--- config.mk ---
export PLATFORM = sky130hd
export DESIGN_NAME = alpha_over_composite
export DESIGN_NICKNAME = d
export VERILOG_FILES = /design/src/sv/aoc_pkg.sv /design/src/sv/aoc_div_pipe.sv /design/src/sv/alpha_over_composite.sv
export SDC_FILE = /design/constraint.sdc
export NUM_CORES = 2
export LEC_CHECK = 0
export ABC_CLOCK_PERIOD_IN_PS = 6530
export BUFFER_PORTS_ARGS = -buffer_cell sky130_fd_sc_hd__buf_2
export CAP_MARGIN = 20
export CORE_AREA = 3 3 448 450
export DETAILED_ROUTE_END_ITERATION = 10
export DIE_AREA = 0 0 451 453
export GPL_TIMING_DRIVEN = 0
export HOLD_SLACK_MARGIN = 0.12
export PLACE_DENSITY = 0.63
export SLEW_MARGIN = 0
export SYNTH_ARGS = -nofsm -noshare
export SYNTH_HDL_FRONTEND = slang
export SYNTH_SLANG_ARGS = --single-unit
--- constraint.sdc ---
create_clock -name clock -period 6.53 [get_ports clock]
set_input_delay 0.3265 -clock clock [delete_from_list [all_inputs] [get_ports clock]]
set_output_delay 0.3265 -clock clock [all_outputs]
set_load 0.02 [all_outputs]
--- src/sv/aoc_pkg.sv ---
// ---------------------------------------------------------------------------
// Alpha-over compositor package
// Shared widths and constants for the straight-alpha "over" compositor.
// ---------------------------------------------------------------------------
package aoc_pkg;

   localparam int ChanW  = 8;                  // color and alpha width
   localparam int WgtW   = 2 * ChanW;          // weight and denominator width
   localparam int NumW   = ChanW + WgtW;       // weighted sum width
   localparam int QuoW   = ChanW;              // every quotient fits a channel
   localparam int Latency = 13;                // accept edge to strobe edge

   localparam logic [ChanW-1:0] AlphaMaxReset = 8'd255;

   typedef logic [ChanW-1:0] chan_type;
   typedef logic [WgtW-1:0]  wgt_type;
   typedef logic [NumW-1:0]  num_type;

endpackage

--- src/sv/aoc_div_pipe.sv ---
// ---------------------------------------------------------------------------
// Pipelined restoring divider
// Produces one quotient bit per stage; the quotient is known to fit in QuoW
// bits. A new division enters every cycle.
// ---------------------------------------------------------------------------
module aoc_div_pipe (
   input  logic               clock,
   input  aoc_pkg::num_type   num_in,
   input  aoc_pkg::wgt_type   dvs_in,
   output logic [aoc_pkg::QuoW-1:0] quo_out
);
   import aoc_pkg::*;

   num_type              rem_ff [1:QuoW];
   wgt_type              dvs_ff [1:QuoW];
   logic [QuoW-1:0]      quo_ff [1:QuoW];

   for (genvar j = 0; j < QuoW; j++) begin : g_step
      localparam int Bit = QuoW - 1 - j;
      num_type         rem_s;
      wgt_type         dvs_s;
      logic [QuoW-1:0] quo_s;
      num_type         sh_in;
      logic            take_in;

      // The first stage works on the incoming operands directly.
      if (j == 0) begin : g_first
         assign rem_s = num_in;
         assign dvs_s = dvs_in;
         assign quo_s = '0;
      end else begin : g_rest
         assign rem_s = rem_ff[j];
         assign dvs_s = dvs_ff[j];
         assign quo_s = quo_ff[j];
      end

      assign sh_in   = NumW'(dvs_s) << Bit;
      assign take_in = (rem_s >= sh_in);

      always_ff @(posedge clock) begin
         rem_ff[j+1] <= take_in ? (rem_s - sh_in) : rem_s;
         dvs_ff[j+1] <= dvs_s;
         quo_ff[j+1] <= quo_s | (take_in ? (QuoW'(1) << Bit) : '0);
      end
   end

   assign quo_out = quo_ff[QuoW];

endmodule

--- src/sv/alpha_over_composite.sv ---
// ---------------------------------------------------------------------------
// Alpha-over compositor
// Porter-Duff "over" of a straight-alpha foreground pixel onto a background.
// ---------------------------------------------------------------------------
// A word accepted on start passes the capture, weight, product and
// numerator stages, the dividers and the output register, with rsp_valid.
// Throughput: one word per cycle; busy is always low, because each of the
// four 8-stage dividers takes a new division every cycle.
// Reset (synchronous, active high) empties the pipeline and sets alpha_max
// to 255. The receiver cannot stall, so the pipeline never holds.
module alpha_over_composite (
   input  logic             clock,
   input  logic             reset,
   input  logic             start,
   output logic             busy,
   input  aoc_pkg::chan_type req_fg_red,
   input  aoc_pkg::chan_type req_fg_green,
   input  aoc_pkg::chan_type req_fg_blue,
   input  aoc_pkg::chan_type req_fg_alpha,
   input  aoc_pkg::chan_type req_bg_red,
   input  aoc_pkg::chan_type req_bg_green,
   input  aoc_pkg::chan_type req_bg_blue,
   input  aoc_pkg::chan_type req_bg_alpha,
   output logic             rsp_valid,
   output aoc_pkg::chan_type rsp_out_red,
   output aoc_pkg::chan_type rsp_out_green,
   output aoc_pkg::chan_type rsp_out_blue,
   output aoc_pkg::chan_type rsp_out_alpha,
   input  logic             csr_valid,
   output logic             csr_ready,
   input  aoc_pkg::chan_type csr_wdata
);
   import aoc_pkg::*;

   localparam int DivLanes = 4;   // three colors and the output alpha

   // The alpha_max register. It may be written at any time.
   chan_type amax_ff;
   assign csr_ready = 1'b1;
   assign busy      = 1'b0;

   always_ff @(posedge clock) begin
      if (reset) begin
         amax_ff <= AlphaMaxReset;
      end else if (csr_valid && csr_ready) begin
         amax_ff <= csr_wdata;
      end
   end

   // Valid bits travel alongside the data, one per stage.
   logic [Latency-1:0] vld_ff;
   always_ff @(posedge clock) begin
      if (reset) begin
         vld_ff <= '0;
      end else begin
         vld_ff <= {vld_ff[Latency-2:0], start && !busy};
      end
   end
   assign rsp_valid = vld_ff[Latency-1];

   // Stage 0: capture the word and clamp both alphas to alpha_max.
   chan_type cf0_ff [0:2];
   chan_type cb0_ff [0:2];
   chan_type a0_ff, b0_ff, m0_ff;
   always_ff @(posedge clock) begin
      cf0_ff[0] <= req_fg_red;
      cf0_ff[1] <= req_fg_green;
      cf0_ff[2] <= req_fg_blue;
      cb0_ff[0] <= req_bg_red;
      cb0_ff[1] <= req_bg_green;
      cb0_ff[2] <= req_bg_blue;
      a0_ff     <= (req_fg_alpha > amax_ff) ? amax_ff : req_fg_alpha;
      b0_ff     <= (req_bg_alpha > amax_ff) ? amax_ff : req_bg_alpha;
      m0_ff     <= amax_ff;
   end

   // Stage 1: the two weights, wf = A*M and wb = B*(M-A).
   chan_type cf1_ff [0:2];
   chan_type cb1_ff [0:2];
   wgt_type  wf1_ff, wb1_ff;
   chan_type m1_ff;
   always_ff @(posedge clock) begin
      cf1_ff <= cf0_ff;
      cb1_ff <= cb0_ff;
      wf1_ff <= WgtW'(a0_ff) * WgtW'(m0_ff);
      wb1_ff <= WgtW'(b0_ff) * WgtW'(m0_ff - a0_ff);
      m1_ff  <= m0_ff;
   end

   // Stage 2: weighted color products and the denominator. The sum of the
   // weights never exceeds M*M, so it fits the weight width.
   num_type  pf2_ff [0:2];
   num_type  pb2_ff [0:2];
   wgt_type  den2_ff;
   chan_type m2_ff;
   always_ff @(posedge clock) begin
      for (int c = 0; c < 3; c++) begin
         pf2_ff[c] <= NumW'(cf1_ff[c]) * NumW'(wf1_ff);
         pb2_ff[c] <= NumW'(cb1_ff[c]) * NumW'(wb1_ff);
      end
      den2_ff <= WgtW'(wf1_ff + wb1_ff);
      m2_ff   <= m1_ff;
   end

   // Stage 3: numerators and the zero flag. Both alphas zero (and so also a
   // zero alpha_max) shows as a zero denominator.
   num_type  num3_ff [0:DivLanes-1];
   wgt_type  dvs3_ff [0:DivLanes-1];
   logic     zero3_ff;
   always_ff @(posedge clock) begin
      for (int c = 0; c < 3; c++) begin
         num3_ff[c] <= pf2_ff[c] + pb2_ff[c];
         dvs3_ff[c] <= den2_ff;
      end
      // The output alpha is D / M, and D <= M*M keeps it below 256.
      num3_ff[3] <= NumW'(den2_ff);
      dvs3_ff[3] <= WgtW'(m2_ff);
      zero3_ff   <= (den2_ff == '0);
   end

   // Dividers: one quotient bit per stage. A weighted mean of two 8-bit
   // values never exceeds 255, so no saturation is needed.
   logic [QuoW-1:0] quo [0:DivLanes-1];
   for (genvar l = 0; l < DivLanes; l++) begin : g_div
      aoc_div_pipe u_div (
         .clock   (clock),
         .num_in  (num3_ff[l]),
         .dvs_in  (dvs3_ff[l]),
         .quo_out (quo[l])
      );
   end

   // The zero flag is delayed to line up with the quotients.
   logic [QuoW-1:0] zero_ff;
   always_ff @(posedge clock) begin
      zero_ff <= {zero_ff[QuoW-2:0], zero3_ff};
   end

   // Output register: a zero denominator forces the whole result to zero.
   chan_type out_ff [0:DivLanes-1];
   always_ff @(posedge clock) begin
      for (int l = 0; l < DivLanes; l++) begin
         out_ff[l] <= zero_ff[QuoW-1] ? '0 : ChanW'(quo[l]);
      end
   end

   assign rsp_out_red   = out_ff[0];
   assign rsp_out_green = out_ff[1];
   assign rsp_out_blue  = out_ff[2];
   assign rsp_out_alpha = out_ff[3];

endmodule

==> summary.md <==
| Metric | Value |
|---|---|
| Synthesized area per cell | 9.37 um^2 |
| Grt ovf | 0 |
| Starting density of the core | 0.448 |
| DR WL/cell | 19.7 um |
| Async SR Flop Fraction | 0 |
| Post-synthesis cell count | 9421 |
| Setup Skew | 28.7 ps |
| Max Cap Viol | 0 |
| Remaining DRCs | 0 |
| Syn Std Cell Area | 88300 um^2 |
| Antenna-violating nets left | 0 |
| Hold Path End | cf0_ff[15] |
| CTS tree | done |
| Num rows | 163 |
| #FFs+latches synth | 1442 |
| HPWL after DPL | 203000 um |
| Most common cell after layout, fill and taps aside | dfxtp_1 |
| Highest-count cells in the layout ignoring fill and taps | dfxtp_1, inv_1, ha_1, nand2_1, fa_1 |
| CP Launch Type | flip-flop |
| Total number of vias | 66100 |
| Pre-CTS WS | -317 ps |
| Hold_sp | req_fg_green[7] |
| Gr usage total | 0.241 |
| Placed Cells | 12200 |
| Vias per inst | 5.24 |
| Horiz. Die Dim | 451 um |
| Reg2reg setup slack | 230 ps |
| Setup ws final | 225 ps |
| Req. time, crit path | 7230 ps |
| Chip height | 453 um |
| Port Buffers | 107 |
| Clock buffer depth | 3 |
| Post-synth top flop | dfxtp_1 |
| Synth Warn # | 0 |
| WHS Path Cells | 2 |
| Fmax | 0.159 GHz |
| CTS H-tree depth | 4 |
| Period utilisation layout | 0.966 |
| Element type at the critical path end | flip-flop |
| Critical-path maximum fanout | 10 |
| FF-to-FF End | pb2_ff[0][70] |
| First-pass GRT wire length | 382000 um |
| Io pins | 111 |
| Core Area | 197000 um^2 |
| Root Buffer Master | clkbuf_16 |
| RSZ-0062 raised after global routing | yes |
| Clk sinks | 1442 |
| Critical path type | reg -> reg |
| Worst skew pair latency | 810 ps |
| Post-synth cell types | 91 |
| Post-synth EDFFs | 0 |
| Nets | 11400 |
| Final Hold Violating Endpoints | 0 |
| Setup total negative slack | 0 ps |
| Status | completed |
| Share of cells above drive strength 1 | 0.0596 |
| CP arrival | 7000 ps |
| R2R cell count | 18 |
| Vias in the first global route | 67200 |
| Crit Reg-Reg Startpoint | wb1_ff[5] |
| Routability cong. | 0.955 |
| Slew HR | 0.333 |
| Die ar. | 204000 um^2 |
| Worst slew pin tran | 976 ps |
| Largest net degree at the start of global routing | 17 |
| Crit. Startpoint | wb1_ff[5] |
| Initial antenna violation count | 4 |
| Min-delay worst type | in -> reg |
| Syn nets | 11000 |
| Drt first pass iters | 6 |
| Setup violators final | 0 |
| Final min period | 6300 ps |
| Post-synthesis sequential area ratio | 0.327 |
| Area delta synth->final | 12.5% |
| Layout Cells excl Fill | 12600 |
| FILL cells | 18300 |
| TritonCTS Buffers | 160 |
| Clock transition at path regs | 70 ps |
| Initial DRC Count | 3948 |
| Final Max Tran Viols | 0 |
| Routed wire length | 248000 um |
## sequential cells by signal (all words and copies together) (netlist names), 13 cells and up
register / cells
g_div.u_div.quo_ff: 144
den2_ff: 16
cf1_ff: 24
g_div.u_div.dvs_ff: 168
vld_ff: 13
num3_ff: 72
wb1_ff: 16
pf2_ff: 72
out_ff: 32
dvs3_ff: 24
cb1_ff: 24
pb2_ff: 72
g_div.u_div.rem_ff: 644
cb0_ff: 24
wf1_ff: 16
cf0_ff: 24
## cell usage after synthesis, types with 15 or more instances
| library cell | instances | area [um^2] |
|---|---|---|
| nor2b_1 | 169 | 1060 |
| nor3b_1 | 16 | 120 |
| nand2b_1 | 111 | 694 |
| nand2_1 | 882 | 3310 |
| nor2_1 | 548 | 2060 |
| nand4b_1 | 29 | 254 |
| mux2_2 | 103 | 1160 |
| a21boi_0 | 57 | 428 |
| nor4b_1 | 17 | 149 |
| xnor2_1 | 389 | 3410 |
| xor2_1 | 227 | 1990 |
| dfxtp_1 | 1442 | 28900 |
| buf_2 | 15 | 75.1 |
| o31ai_1 | 49 | 368 |
| fa_1 | 616 | 12300 |
| a31oi_1 | 41 | 257 |
| clkbuf_1 | 185 | 694 |
| mux2i_1 | 26 | 260 |
| a21oi_1 | 549 | 2750 |
| o21a_1 | 92 | 691 |
| o21ai_0 | 395 | 1980 |
| nor3_1 | 161 | 806 |
| nand3b_1 | 20 | 150 |
| and3_1 | 45 | 282 |
| a211oi_1 | 42 | 315 |
| o2111ai_1 | 19 | 166 |
| or4_1 | 19 | 143 |
| inv_1 | 1012 | 3800 |
| and2_1 | 433 | 2710 |
| nand4_1 | 50 | 313 |
| a21o_1 | 172 | 1290 |
| o211ai_1 | 42 | 315 |
| or2_2 | 28 | 175 |
| ha_1 | 910 | 11400 |
| or3_1 | 66 | 413 |
| nor4_1 | 64 | 400 |
| o21bai_1 | 40 | 300 |
| nand3_1 | 128 | 641 |
| a211o_1 | 19 | 166 |
## critical path, stage by stage (launching register included)
cell and delay [ps]:
dfxtp_1 840, clkbuf_1 640, nand2_1 180, fa_1 540
fa_1 540, inv_1 50, fa_1 480, inv_1 50
fa_1 480, inv_1 40, ha_1 200, or3_1 360
o311a_1 370, o21ai_0 260, a211oi_1 210, a21oi_1 270
o21ai_0 190, o41a_1 360, xor2_1 150
## kinds of logic (layout without fill, tap and decap cells)
group,count (synthesis),after routing,synth area share
adder cells (fa/ha/maj),1526,1526,0.269
AO/OA/AOI/OAI,1666,1666,0.117
flip-flops,1442,1442,0.327
buffers and inverters,1229,1759,0.0525
XOR/XNOR,616,616,0.0611
AND/OR/NAND/NOR,2811,2811,0.157
other,2,5,0.0000850
multiplexers,129,129,0.0161
## area by class of cell
| cell class | count | area, um^2 | area share |
|---|---|---|---|
| buffer | 209 | 815 | 0.00820 |
| antenna | 3 | 7.51 | 0.0000755 |
| multi-input combinational | 6750 | 54900 | 0.552 |
| clock buffer | 195 | 4320 | 0.0434 |
| sequential | 1442 | 28900 | 0.291 |
| clock inverter | 96 | 1490 | 0.0150 |
| inverter | 1019 | 3830 | 0.0385 |
| timing repair buffer | 240 | 1860 | 0.0187 |
| tap | 2640 | 3300 | 0.0332 |
## metrics by stage
step	utilization	hold WS [ps]	area (um^2)
CTS	0.504	121	99300
finish	0.504	185	99400
floorplan	-	310	88300
detailed placement	0.468	312	92200
global route	0.504	137	99400
global placement	0.468	310	92200
## what timing repair did
action,in CTS,in global routing
gates resized for setup,17,22
pin swaps,0,5
setup endpoints to repair,3,8
setup buffers,0,5
endpoints found under the hold margin,85,0
hold buffers,127,0
cloned,0,0
## routing by layer
layer,global-route usage,part of all wire,up-vias,routed length (um)
met5,0,0,-,0
met4,0.170,0.083,0,20500
met3,0.0310,0.039,644,9650
met2,0.419,0.48,1659,120000
met1,0.273,0.39,31500,97900
li1,-,-,32300,-
## worst max-delay path by stage
stage | to | slack, ps | cells past startpoint
after global placement | wb1_ff[15] | -240 | 27
final | pb2_ff[0][70] | 230 | 18
after global routing | wb1_ff[15] | -60 | 28
after detailed placement | wb1_ff[15] | -320 | 28
after floorplan | wb1_ff[15] | 400 | 27
after CTS | wb1_ff[15] | 30 | 26
Power is not shown: default switching activity piles up to over one toggle a cycle in this logic, so the estimate is an artifact.
